--- src/design/vks_pkg.sv ---
// Package for the vector keyframe sampler.
// Holds table sizes, controller commands and the controller/datapath structs.
// No dependencies.
package vks_pkg;

  localparam int unsigned MaxKeys = 256;
  localparam int unsigned KeyAw   = $clog2(MaxKeys);
  localparam int unsigned CountW  = KeyAw + 1;

  localparam logic [16:0] AlphaOne = 17'h10000;

  // Input function codes.
  localparam logic FuncLoad   = 1'b0;
  localparam logic FuncSample = 1'b1;

  typedef enum logic [3:0] {
    S_IDLE, S_START, S_RD0, S_SEARCH, S_PROBE, S_END, S_LAST,
    S_RDB, S_RDA, S_DIV, S_MUL, S_ADD, S_OUT
  } state_e;

  // Datapath operations issued by the controller.
  typedef enum logic [3:0] {
    OP_NONE, OP_START, OP_RES_ZERO, OP_RES_KEY0, OP_RES_LAST, OP_PROBE,
    OP_LATCH_B, OP_LATCH_A, OP_DIV_STEP, OP_MUL, OP_ADD
  } op_e;

  // Table read address sources.
  typedef enum logic [2:0] {
    RA_ZERO, RA_PROBE, RA_LAST, RA_LO, RA_A
  } raddr_e;

  typedef struct packed {
    logic   wr;
    op_e    op;
    raddr_e ra;
    logic [1:0] comp;
  } vks_cmd_t;

  typedef struct packed {
    logic n_zero;
    logic early;
    logic count_zero;
    logic lo_ge_n;
    logic span_zero;
    logic div_full;
  } vks_sts_t;

endpackage

--- src/design/vks_ctrl.sv ---
// Controller state machine of the vector keyframe sampler.
// Sequences search, division and interpolation; depends on vks_pkg.
module vks_ctrl import vks_pkg::*; (
  input  logic     clk_i,
  input  logic     rst_ni,
  input  logic     in_valid_i,
  output logic     in_ready_o,
  input  logic     func_i,
  output logic     out_valid_o,
  input  logic     out_ready_i,
  input  vks_sts_t sts_i,
  output vks_cmd_t cmd_o
);

  state_e     state_q, state_d;
  logic [3:0] step_q, step_d;
  logic [1:0] comp_q, comp_d;

  // State and counter registers.
  always_ff @(posedge clk_i or negedge rst_ni) begin
    if (!rst_ni) begin
      state_q <= S_IDLE;
      step_q  <= '0;
      comp_q  <= '0;
    end else begin
      state_q <= state_d;
      step_q  <= step_d;
      comp_q  <= comp_d;
    end
  end

  // Next state and datapath commands.
  always_comb begin
    state_d     = state_q;
    step_d      = step_q;
    comp_d      = comp_q;
    in_ready_o  = 1'b0;
    out_valid_o = 1'b0;
    cmd_o.wr    = 1'b0;
    cmd_o.op    = OP_NONE;
    cmd_o.ra    = RA_ZERO;
    cmd_o.comp  = comp_q;
    case (state_q)
      S_IDLE: begin
        in_ready_o = 1'b1;
        if (in_valid_i) begin
          if (func_i == FuncLoad) begin
            cmd_o.wr = 1'b1;
          end else begin
            cmd_o.op = OP_START;
            state_d  = S_START;
          end
        end
      end
      S_START: begin
        cmd_o.ra = RA_ZERO;
        if (sts_i.n_zero) begin
          cmd_o.op = OP_RES_ZERO;
          state_d  = S_OUT;
        end else begin
          state_d = S_RD0;
        end
      end
      S_RD0: begin
        if (sts_i.early) begin
          cmd_o.op = OP_RES_KEY0;
          state_d  = S_OUT;
        end else begin
          state_d = S_SEARCH;
        end
      end
      S_SEARCH: begin
        cmd_o.ra = RA_PROBE;
        state_d  = sts_i.count_zero ? S_END : S_PROBE;
      end
      S_PROBE: begin
        cmd_o.op = OP_PROBE;
        state_d  = S_SEARCH;
      end
      S_END: begin
        if (sts_i.lo_ge_n) begin
          cmd_o.ra = RA_LAST;
          state_d  = S_LAST;
        end else begin
          cmd_o.ra = RA_LO;
          state_d  = S_RDB;
        end
      end
      S_LAST: begin
        cmd_o.op = OP_RES_LAST;
        state_d  = S_OUT;
      end
      S_RDB: begin
        cmd_o.op = OP_LATCH_B;
        cmd_o.ra = RA_A;
        state_d  = S_RDA;
      end
      S_RDA: begin
        cmd_o.op = OP_LATCH_A;
        comp_d   = '0;
        step_d   = '0;
        if (sts_i.span_zero) begin
          state_d = S_OUT;
        end else if (sts_i.div_full) begin
          state_d = S_MUL;
        end else begin
          state_d = S_DIV;
        end
      end
      S_DIV: begin
        cmd_o.op = OP_DIV_STEP;
        step_d   = step_q + 4'd1;
        if (step_q == 4'd15) begin
          state_d = S_MUL;
        end
      end
      S_MUL: begin
        cmd_o.op = OP_MUL;
        state_d  = S_ADD;
      end
      S_ADD: begin
        cmd_o.op = OP_ADD;
        if (comp_q == 2'd2) begin
          state_d = S_OUT;
        end else begin
          comp_d  = comp_q + 2'd1;
          state_d = S_MUL;
        end
      end
      S_OUT: begin
        out_valid_o = 1'b1;
        if (out_ready_i) begin
          state_d = S_IDLE;
        end
      end
      default: begin
        state_d = S_IDLE;
      end
    endcase
  end

endmodule

--- config.mk ---
export PLATFORM = sky130hd
export DESIGN_NAME = vks_ctrl
export DESIGN_NICKNAME = d
export VERILOG_FILES = /design/src/design/vks_pkg.sv /design/src/design/vks_ctrl.sv
export SDC_FILE = /design/constraint.sdc
export NUM_CORES = 1
export LEC_CHECK = 0
export BUFFER_PORTS_ARGS = -buffer_cell sky130_fd_sc_hd__buf_4
export CORE_UTILIZATION = 55
export DETAILED_ROUTE_END_ITERATION = 16
export GPL_TIMING_DRIVEN = 0
export HOLD_SLACK_MARGIN = 0.05
export PLACE_DENSITY = 0.83
export SLEW_MARGIN = 20
export SYNTH_ARGS = -nofsm -noshare
export SYNTH_HDL_FRONTEND = slang
export SYNTH_SLANG_ARGS = --single-unit
--- constraint.sdc ---
create_clock -name clk_i -period 2.2 [get_ports clk_i]
set_input_delay 0.44 -clock clk_i [delete_from_list [all_inputs] [get_ports clk_i]]
set_output_delay 0.44 -clock clk_i [all_outputs]
set_load 0.02 [all_outputs]
# After elaboration in Yosys (flattened, before gate mapping)
# Index checks and enable logic that the tools add are counted.
[totals]
reg_bits = 10
input_bits = 11
[op_classes]
n_addsub = 2
n_eq_ne = 19
n_mux = 26
n_reduce_logical = 5
[op_table]
columns = ["op", "count"]
rows = [
  ["one-hot mux 4 bit (13 select lines)", 1],
  ["one-hot mux 4 bit (10 select lines)", 1],
  ["equality test 4 bit, second input constant", 6],
  ["2-to-1 mux 4 bit", 6],
  ["equality test 4 x 3 -> 1 bit, second input constant", 4],
  ["inequality test 2 bit, second input constant", 5],
  ["one-hot mux 3 bit (3 select lines)", 1],
  ["equality test 4 x 2 -> 1 bit, second input constant", 2],
  ["2-to-1 mux 1 bit", 8],
  ["2-to-1 mux 2 bit", 4],
  ["one-hot mux 4 bit (2 select lines)", 1],
  ["2-to-1 mux 3 bit", 2],
  ["2-to-1 mux 5 bit", 1],
  ["adder 4 x 1 -> 4 bit, second input constant", 1],
  ["equality test 4 x 1 -> 1 bit, second input constant", 1],
  ["zero test 4 bit", 1],
  ["one-hot mux 2 bit (2 select lines)", 1],
  ["AND reduction 4 bit", 1],
  ["nonzero test 2 bit", 2],
  ["adder 2 x 1 -> 2 bit, second input constant", 1],
  ["equality test 2 bit, second input constant", 1],
  ["AND reduction 2 bit", 1],
]

# Logic depth before layout (Yosys ltp)
# Gate-level depths: netlist of the first run.
[logic_depth]
word_depth = 3
mapped_depth = 5
ltp_nobuf = 5

# Worst setup path after synthesis of the first run
# OpenSTA, ideal clock, no wires.
[synth_timing]
path_type = "register to output"
start = "register state_q[1]"
end = "output port cmd_o[6] (netlist name)"
arrival_time_ps = 1555
required_ps = 1760
setup_slack_ps = 205
stages_incl_launch_ff = 4
path_cell_list = "dfrtp_1 > buf_2 > nor2b_1 > o311ai_0"
[synth_rtl]
columns = ["item", "line", "rtl"]
rows = [
  ["start, declared", "vks_ctrl.sv:15", "state_e state_q, state_d;"],
  ["start signal, assigned", "vks_ctrl.sv:26", "state_q <= state_d;"],
  ["end, declared", "vks_ctrl.sv:12", "output vks_cmd_t cmd_o"],
]

==> results of run 1 <==
cell usage in the layout (no fill, tap or decap), types with 2 or more instances in the layout:
master,instances
ha_1,2
a21oi_1,5
o221ai_1,2
inv_1,8
nor3_1,2
nand2_1,10
xnor2_1,2
o22ai_1,2
o21ai_0,3
buf_4,24
clkbuf_1,2
a22o_1,6
clkbuf_4,4
nor2_1,8
nand3_1,5
dfrtp_1,10
nor2b_2,2
or2_1,2
nand2b_1,6
cell usage after synthesis, types with 3 or more instances:
library cell / number
nand2_1: 10
inv_1: 8
nor2_1: 8
dfrtp_1: 10
o21ai_0: 3
a21oi_1: 5
nor2b_1: 3
a22o_1: 6
nand3_1: 5
nand2b_1: 6
sequential cells by signal, indices dropped and copies added, names as in the netlist:
| register | flops |
|---|---|
| step_q | 4 |
| state_q | 4 |
| comp_q | 2 |
timing repair:
item,4_1_cts,5_1_grt
setup endpoints to repair,0,1
hold buffers,1,0
hold endpoints to repair,10,0
gates resized for setup,0,3
buffers inserted,0,0
routing by layer:
layer | up-vias | track usage [%] | wire length, um
met3 | 10 | 6.38 | 211
met5 | - | 0 | 0
met1 | 391 | 38.2 | 954
met4 | 0 | 14.5 | 59
li1 | 429 | - | -
met2 | 55 | 43.4 | 952
path summary, 6_finish.rpt:
path,end,slack (ps),depth (start not counted)
min in group asynchronous,state_q[2]$_DFFE_PN0P_,520,2
max in group asynchronous,step_q[1]$_DFFE_PN0P_,1530,2
worst min register to register,comp_q[0]$_DFFE_PN0P_,530,1
worst max-delay path,cmd_o[6],90,5
worst min-delay path,state_q[3]$_DFFE_PN0P_,430,2
worst max register to register,state_q[2]$_DFFE_PN0P_,720,5
area by class of cell:
class,count,area share (%)
plain buffers,7,4.25
repair buffers,23,16.1
well taps,15,1.72
clock buffers,4,3.33
inverters,8,2.76
flip-flops and latches,10,23.0
multi-input cells,78,48.9
kinds of logic after synthesis:
logic type	Yosys count	synth area share, %
AOI/OAI and AO/OA	32	28.5
xor gates and xnor gates	2	2.06
adders and majority gates	2	2.94
buffers and inverters	15	8.68
DFF	10	29.4
muxes	2	2.50
and+or+nand+nor	40	25.9
metrics by stage:
stage               utilization (%)  hold WS, ps  setup slack [ps]  cell area, sq um  power, uW
detailed placement             75.7          277               403              1030       1500
finish                         79.7          425              85.1              1090       1700
global route                   79.7          442              1.05              1090       1800
global placement               75.7          273               420              1030       1470
CTS                            79.1          429               109              1080       1670
floorplan                         -          144               205               851       1170
where the power goes:
part / switching [uW] / total [uW] / internal, uW / leakage [uW]
logic: 662 / 1180 / 522 / 0.000378
registers: 76.6 / 342 / 266 / 0.000127
clock network: 75.3 / 176 / 101 / 0.0000210
total: 814 / 1700 / 888 / 0.000526
==> out/metrics.cfg, run 1 <==
[outcome]
status=completed

[sta]
hold_viol=0
grt_setup_unrepaired=no
min_period_ps=2110
setup_viol=0
slew_violations=0
worst_pin_slew_ps=480
fmax_mhz=473
fin_crit_sh_pct=96.1
fin_skew_ps=4.13
slew_headroom_pct=68.0
setup_tns_ps=0

[floorplan]
die_area_sq_mm=0.00171
initial_core_util_pct=62.3
rows=13
die_w_um=41.3
die_y_um=41.3
ioPinCount=23
core_area_sq_mm=0.00137

[critical_path]
cp.required_ps=1760
path_cells=buf_6 -> clkbuf_1 -> nand3_1 -> o311ai_0 -> buf_4
critPathMaxStageDelay_ps=390
critPathTopFamily=buffers and inverters
worstPathArrival_ps=1670
crit_buf_inv=3
cpMaxStageDelayCell=clkbuf_1
critPathMaxFanout=10
end_kind=output port
startpoint=state_q[0]$_DFFE_PN0P_
cp-start-kind=register
worstSetupPathType=register to output port
r2r-start=state_q[0]$_DFFE_PN0P_

[routing]
viasPerCell=6.10
finalWirelength_mm=2.18
routedWlPerCell_um=15.0
drc=0
vias=885
final_antenna_net_count=0
firstDrtPassIters=4
drt_iter0_markers=50

[clock_tree]
clock-root-buffer=clkbuf_4
htreeDepth=1
clk_pin_slew_ps=80
clk_path_buf_depth=2
clkLatencyLatePin_ps=280
tritoncts=done
clkSinkCount=10
cts_inserted_buffers=3

[hold_path]
hold_start=out_ready_i
hold_class=input port to register

[run]
drv_cap=0

[cells_and_area]
multi_input_area_sq_um=532
diodes=0
syn2layout_area_growth_pct=27.9
seq_area_sq_um=250
fin_cells=145
layout-drive-gt1-share_pct=30.0
num-nets-final=144
fillers=99

[synth]
yosys.area.top_type_share_pct=29.4
synth_area_leaders=dfrtp_1 (29%), a22o_1 (6.2%), nand2_1 (4.4%)
yosys_warnings=0
syn_nets=116
seq_area_frac_synth_pct=29.4
async_flop_share_pct=100
synth-seq-cells=10
postSynthCellCount=103
synth_edf_count=0
synthFlopType=dfrtp_1
ys_types=40
netlist_area_sq_um=851
syn_area_per_cell_sq_um=8.26
synth_top_cell_by_area=dfrtp_1

[power_and_ir_drop]
power.density_mw_per_mm2=1560
leakagePower_uw=0.000526
ir_worst_vdd_uv=1100

[global_routing]
antenna_found_initial=0
grtUsageTotal_pct=28.7
grt-ovfl-total=0
grt_pass1_vias=695
grt_max_degree=11
grt_pass1_wl_mm=3.11

[placement]
dp_hpwl_mm=1.62
dp_cells=140
portBuffers=22
place_congestion=0.888

No activity file was read; power rests on OpenSTA's default activity.
==> run 2, diff against run 1 <==
--- a/config.mk
+++ b/config.mk
@@ -5,12 +5,13 @@
 export SDC_FILE = /design/constraint.sdc
 export NUM_CORES = 1
 export LEC_CHECK = 0
+export ABC_AREA = 1
 export BUFFER_PORTS_ARGS = -buffer_cell sky130_fd_sc_hd__buf_4
-export CORE_UTILIZATION = 55
+export CORE_UTILIZATION = 53
 export DETAILED_ROUTE_END_ITERATION = 16
 export GPL_TIMING_DRIVEN = 0
 export HOLD_SLACK_MARGIN = 0.05
-export PLACE_DENSITY = 0.83
+export PLACE_DENSITY = 0.82
 export SLEW_MARGIN = 20
 export SYNTH_ARGS = -nofsm -noshare
 export SYNTH_HDL_FRONTEND = slang
==> out/metrics.cfg, run 2 <==
[critical_path]
critPathTopFamily=buffers and inverters
critPathMaxStageDelay_ps=370  ; -20 ps
cpMaxStageDelayCell=dfrtp_1
end_kind=output port
path_cells=buf_6 -> inv_1 -> nand2_1 -> nor2_1 -> nand2_1 -> nand2_1 -> inv_1 -> o21ai_0 -> buf_4
critPathMaxFanout=8  ; -2
path_common_cell=nand2_1
cp.required_ps=1760  ; about the same
crit_buf_inv=4  ; +1
worstSetupPathType=register to output port
cp-start-kind=register
worstPathArrival_ps=1560  ; -110 ps
startpoint=state_q[1]$_DFFE_PN0P_
r2r-start=state_q[1]$_DFFE_PN0P_

[sta]
slew_violations=0  ; unchanged
fin_skew_ps=1.45  ; -2.69 ps
slew_headroom_pct=79.6  ; +12 points
worst_pin_slew_ps=306  ; -174 ps
setup_tns_ps=0  ; unchanged
min_period_ps=2000  ; -116 ps
setup_viol=0  ; unchanged
setup_ws_ps=201  ; +116 ps
fmax_mhz=500  ; +5.8%
fin_crit_sh_pct=90.9  ; -5.3 points
hold_viol=0  ; unchanged
grt_setup_unrepaired=no

[global_routing]
grt-ovfl-total=0  ; unchanged
grt_pass1_wl_mm=2.73  ; -12%
top_usage_layer=met2
antenna_found_initial=0  ; unchanged
grtUsageTotal_pct=24.8  ; -3.9 points
grt_pass1_vias=666  ; -4.2%
grt_max_degree=11  ; unchanged
met3_usage_pct=5.00  ; -1.4 points
globalRouteMet1Util_pct=33.8  ; -4.4 points
grt_util_met2_pct=41.7  ; -1.7 points

[placement]
place_ws_ps=472  ; +69.7 ps
dp_hpwl_mm=1.49  ; -8.1%
portBuffers=22  ; unchanged
place_congestion=0.877  ; -1.2%

[cells_and_area]
num-nets-final=168  ; +17%
fillers=109  ; +10%
layout-drive-gt1-share_pct=21.6  ; -8.4 points
final_cell_mix=nand2_1 (41), buf_4 (22), inv_1 (20)
top_regs=state_q: 4 flops, step_q: 4 flops, comp_q: 2 flops
final_common_cell=nand2_1
diodes=0  ; unchanged
fin_util_pct=74.9  ; -4.8 points
syn2layout_area_growth_pct=27.7

[floorplan]
ioPinCount=23  ; unchanged
die_area_sq_mm=0.00163  ; -4.4%
rows=13  ; unchanged
initial_core_util_pct=58.6  ; -3.6 points
die_y_um=40.4  ; -2.2%
core_area_sq_mm=0.00133  ; -2.4%
die_w_um=40.4  ; -2.2%

[synth]
syn_nets=140  ; +21%
yosys.area.top_type_share_pct=32.0  ; +2.6 points
synth-seq-cells=10  ; unchanged
ys_types=20  ; -50%
postSynthCellCount=127  ; +23%
syn_area_per_cell_sq_um=6.16  ; -25%
seq_area_frac_synth_pct=32.0  ; +2.6 points
synth_edf_count=0  ; unchanged
netlist_area_sq_um=782  ; -8.1%
async_flop_share_pct=100  ; unchanged
synth.most_common_cell=nand2_1
synth_area_leaders=dfrtp_1 (32%), nand2_1 (20%), inv_1 (9.6%)
synthTopCellsByCount=nand2_1 (41), inv_1 (20), nor2_1 (19), dfrtp_1 (10), nand3_1 (10)
yosys_warnings=0  ; unchanged
synthFlopType=dfrtp_1
synth_top_cell_by_area=dfrtp_1

[clock_tree]
htreeDepth=1  ; unchanged
clk_path_buf_depth=2  ; unchanged
cts_inserted_buffers=3  ; unchanged
clkLatencyLatePin_ps=250  ; -30 ps
tritoncts=done
clk_pin_slew_ps=50  ; -30 ps
clock-root-buffer=clkbuf_4
clkSinkCount=10  ; unchanged

[routing]
viasPerCell=5.11  ; -16%
routedWlPerCell_um=10.6  ; -29%
vias=858  ; -3.1%
final_antenna_net_count=0  ; unchanged
finalWirelength_mm=1.79  ; -18%
drc=0  ; unchanged
firstDrtPassIters=4  ; unchanged
drt_iter0_markers=27  ; -46%

[hold_path]
hold_class=register to register
hold_start=comp_q[0]$_DFFE_PN0P_

[run]
drv_cap=0  ; unchanged

[outcome]
status=completed

[power_and_ir_drop]
leakagePower_uw=0.000586  ; +11%
ir_worst_vdd_uv=762  ; -31%
power.density_mw_per_mm2=1270  ; -19%
power_uw=1260  ; -26%

==> run 2: routing by layer <==
layer,vias to the layer above,share of wire (%),wire (um)
li1,454,-,-
met1,376,46,826
met2,28,48,862
met3,0,5.4,97
met4,0,0,0
met5,-,0,0
==> run 2: area by class of cell <==
cell class / instances / area, sq um / share of cell area (%)
repair buffers: 23 / 175 / 17.5
inverters: 21 / 78.8 / 7.89
multi-input cells: 95 / 442 / 44.2
clock buffers: 3 / 22.5 / 2.26
plain buffers: 1 / 11.3 / 1.13
well taps: 15 / 18.8 / 1.88
flip-flops and latches: 10 / 250 / 25.1
==> run 2: path summary, 6_finish.rpt <==
| kind | slack (ps) | to | cells after the start |
|---|---|---|---|
| worst min register to register | 530 | comp_q[0]$_DFFE_PN0P_ | 1 |
| worst max-delay path | 200 | cmd_o[6] | 9 |
| worst min-delay path | 530 | comp_q[0]$_DFFE_PN0P_ | 1 |
| max in group asynchronous | 1490 | state_q[3]$_DFFE_PN0P_ | 2 |
| min in group asynchronous | 570 | state_q[0]$_DFFE_PN0P_ | 2 |
| worst max register to register | 820 | state_q[0]$_DFFE_PN0P_ | 7 |
==> run 2: cells by family after synthesis <==
group / synth area share, %
buf+inv: 11.5
simple gates: 42.4
compound gates: 9.76
flops: 32.0
fa+ha+maj: 3.20
xor+xnor: 1.12
==> run 2: power by group <==
group / internal, uW / switching, uW / leakage [uW]
Clock: 62.2 / 46.6 / 0.0000138
Sequential: 244 / 60.4 / 0.000132
Combinational: 307 / 543 / 0.000440
==> run 2: stage by stage <==
| stage | hold slack [ps] | instances | instance area [sq um] |
|---|---|---|---|
| 6_report | 530 | 168 | 998 |
| 5_1_grt | 551 | 168 | 998 |
| 4_1_cts | 535 | 168 | 998 |
| 3_5_place_dp | 269 | 164 | 966 |
| 3_3_place_gp | 269 | 164 | 966 |
| 2_1_floorplan | 144 | 127 | 782 |
==> run 2: worst register-to-register path, cell delays in order, from the launching register on <==
cell,delay [ps]
dfrtp_1,370
buf_6,130
nor2_2,270
nand4_1,200
nand2_1,110
nor2_1,70
nand2_1,70
nand2_1,40
==> run 2: repair_timing <==
item	in CTS	in global routing
gates resized for setup	0	0
setup endpoints to repair	0	0
endpoints found under the hold margin	10	0
hold buffers	1	0
setup buffers	0	0
==> run 3, diff against run 2 <==
--- a/config.mk
+++ b/config.mk
@@ -7,11 +7,11 @@
 export LEC_CHECK = 0
 export ABC_AREA = 1
 export BUFFER_PORTS_ARGS = -buffer_cell sky130_fd_sc_hd__buf_4
-export CORE_UTILIZATION = 53
+export CORE_UTILIZATION = 50
 export DETAILED_ROUTE_END_ITERATION = 16
 export GPL_TIMING_DRIVEN = 0
 export HOLD_SLACK_MARGIN = 0.05
-export PLACE_DENSITY = 0.82
+export PLACE_DENSITY = 0.78
 export SLEW_MARGIN = 20
 export SYNTH_ARGS = -nofsm -noshare
 export SYNTH_HDL_FRONTEND = slang
==> constraint.sdc (replaced) <==
create_clock -name clk_i -period 1.9 [get_ports clk_i]
set_input_delay 0.38 -clock clk_i [delete_from_list [all_inputs] [get_ports clk_i]]
set_output_delay 0.38 -clock clk_i [all_outputs]
set_load 0.02 [all_outputs]
==> out/metrics.cfg, run 3 (synthesized netlist as in run 2, its figures left out) <==
[critical_path]
end_kind=output port
r2r_setup_slack_ps=400  ; -420 ps
r2r-end=state_q[0]$_DFFE_PN0P_
path_common_cell=nand2_1
worstSetupPathType=register to output port
cpMaxStageDelayCell=dfrtp_1
r2r-start=state_q[3]$_DFFE_PN0P_
cp-start-kind=register
path_cells=inv_2 -> nor2_4 -> nand2_1 -> nand2_1 -> inv_1 -> o21ai_0 -> buf_4
critPathMaxFanout=5  ; -3
cp.required_ps=1520  ; -240 ps
worstPathArrival_ps=1460  ; -100 ps
worstRegToRegCells=8  ; +1
critPathMaxStageDelay_ps=420  ; +50 ps

[sta]
fin_skew_ps=1.97  ; +0.517 ps
slew_headroom_pct=80.5  ; +0.94 points
fmax_mhz=545
min_period_ps=1840
slew_violations=0  ; unchanged
hold_viol=0  ; unchanged
worst_pin_slew_ps=289  ; -16.9 ps
setup_ws_ps=64.9  ; -136 ps
fin_crit_sh_pct=96.6
setup_viol=0  ; unchanged
holdWs_ps=485  ; -45.6 ps
grt_setup_unrepaired=yes

[routing]
top_layer_used=met4
routedWlPerCell_um=12.0  ; +13%
met1Wirelength_um=823  ; -0.36%
finalWirelength_mm=2.06  ; +15%
vias=901  ; +5.0%
drt_iter0_markers=21  ; -22%
met3_length_um=159  ; +64%
drc=0  ; unchanged
viasPerCell=5.27  ; +3.2%
final_antenna_net_count=0  ; unchanged
route.met2.wl_mm=1.06  ; +23%
firstDrtPassIters=5  ; +1

[run]
drv_cap=0  ; unchanged

[placement]
place_area_sq_um=966  ; unchanged
place_ws_ps=237  ; -236 ps
portBuffers=22  ; unchanged
place_congestion=0.887  ; +1.1%
dp_hpwl_mm=1.59  ; +7.1%

[global_routing]
grt_pass1_wl_mm=3.41  ; +25%
grt-ovfl-total=0  ; unchanged
grt_pass1_vias=853  ; +28%
grtUsageTotal_pct=25.1  ; +0.32 points
antenna_found_initial=0  ; unchanged
grt_max_degree=11  ; unchanged

[clock_tree]
clock-root-buffer=clkbuf_4
clkSinkCount=10  ; unchanged
tritoncts=done
cts_inserted_buffers=3  ; unchanged
clk_pin_slew_ps=50  ; about the same
htreeDepth=1  ; unchanged
clk_path_buf_depth=2  ; unchanged
clkLatencyLatePin_ps=250  ; about the same

[hold_path]
hold_start=sts_i[5]
hold_class=input port to register
hold_end=state_q[2]$_DFFE_PN0P_
whs_path_depth=5  ; +4

[power_and_ir_drop]
ir_worst_vdd_uv=939  ; +23%
power.density_mw_per_mm2=1510  ; +20%
leakagePower_uw=0.000601  ; +2.5%

[floorplan]
ioPinCount=23  ; unchanged
rows=13  ; unchanged
core_area_sq_mm=0.00138  ; +3.7%
initial_core_util_pct=56.6  ; -2.1 points
die_y_um=41.5  ; +2.8%
die_area_sq_mm=0.00173  ; +5.7%
die_w_um=41.5  ; +2.8%

[cells_and_area]
final_common_cell=nand2_1
top_regs=state_q: 4 flops, step_q: 4 flops, comp_q: 2 flops
final_cell_mix=nand2_1 (39), buf_4 (25), inv_1 (18)
layout-drive-gt1-share_pct=28.2  ; +6.6 points
syn2layout_area_growth_pct=33.4
fin_area_sq_mm=0.00104  ; +4.5%
diodes=0  ; unchanged
num-nets-final=171  ; +1.8%

[outcome]
status=completed

run 3: power by group:
group	switching, uW	internal, uW	total (uW)
sequential	90.3	287	377
clock	55.5	72.1	128
combinational	671	404	1080
run 3: timing repair:
item                       4_1_cts  5_1_grt
resized for setup                2        8
hold endpoints to repair        10        0
setup endpoints to repair        1        4
pin swaps                        0        1
hold buffers                     1        0
setup buffers                    0        3
run 3: metal layers:
layer | GRT usage (%) | vias to the layer above
met5 | 0 | -
met4 | 4.52 | 0
met3 | 7.83 | 2
met2 | 44.7 | 44
met1 | 29.8 | 396
li1 | - | 459
run 3: per-stage QoR:
step / total power, uW / util (%) / TNS [ps] / cells
finish: 1580 / 75.5 / 0 / 171
global route: 1720 / 75.5 / -134 / 171
CTS: 1490 / 72.6 / 0 / 168
detailed placement: 1350 / 69.9 / 0 / 164
global placement: 1310 / 69.9 / 0 / 164
floorplan: 1020 / - / 0 / 127
run 3: area by class of cell:
| type | instances | area (sq um) |
|---|---|---|
| buffer | 1 | 11.3 |
| clock buffer | 3 | 22.5 |
| fill | 116 | 339 |
| inverter | 21 | 78.8 |
| multi-input combinational | 95 | 462 |
| sequential | 10 | 253 |
| tap | 15 | 18.8 |
| timing repair buffer | 26 | 198 |
run 3: worst max-delay path by stage:
stage / from / endpoint / depth (start not counted)
detailed placement: state_q[1]$_DFFE_PN0P_ / cmd_o[6] / 9
CTS: state_q[1]$_DFFE_PN0P_ / cmd_o[6] / 9
floorplan: state_q[1]$_DFFE_PN0P_ / cmd_o[9] / 6
global route: state_q[2]$_DFFE_PN0P_ / cmd_o[6] / 7
global placement: state_q[1]$_DFFE_PN0P_ / cmd_o[6] / 9
finish: state_q[2]$_DFFE_PN0P_ / cmd_o[6] / 7
run 3: critical path, delay by kind of cell, from the launching register on:
kind | cells | cell delay, ps
buffers and inverters | 3 | 300
and+or+nand+nor | 3 | 320
DFF | 1 | 420
AOI/OAI and AO/OA | 1 | 160
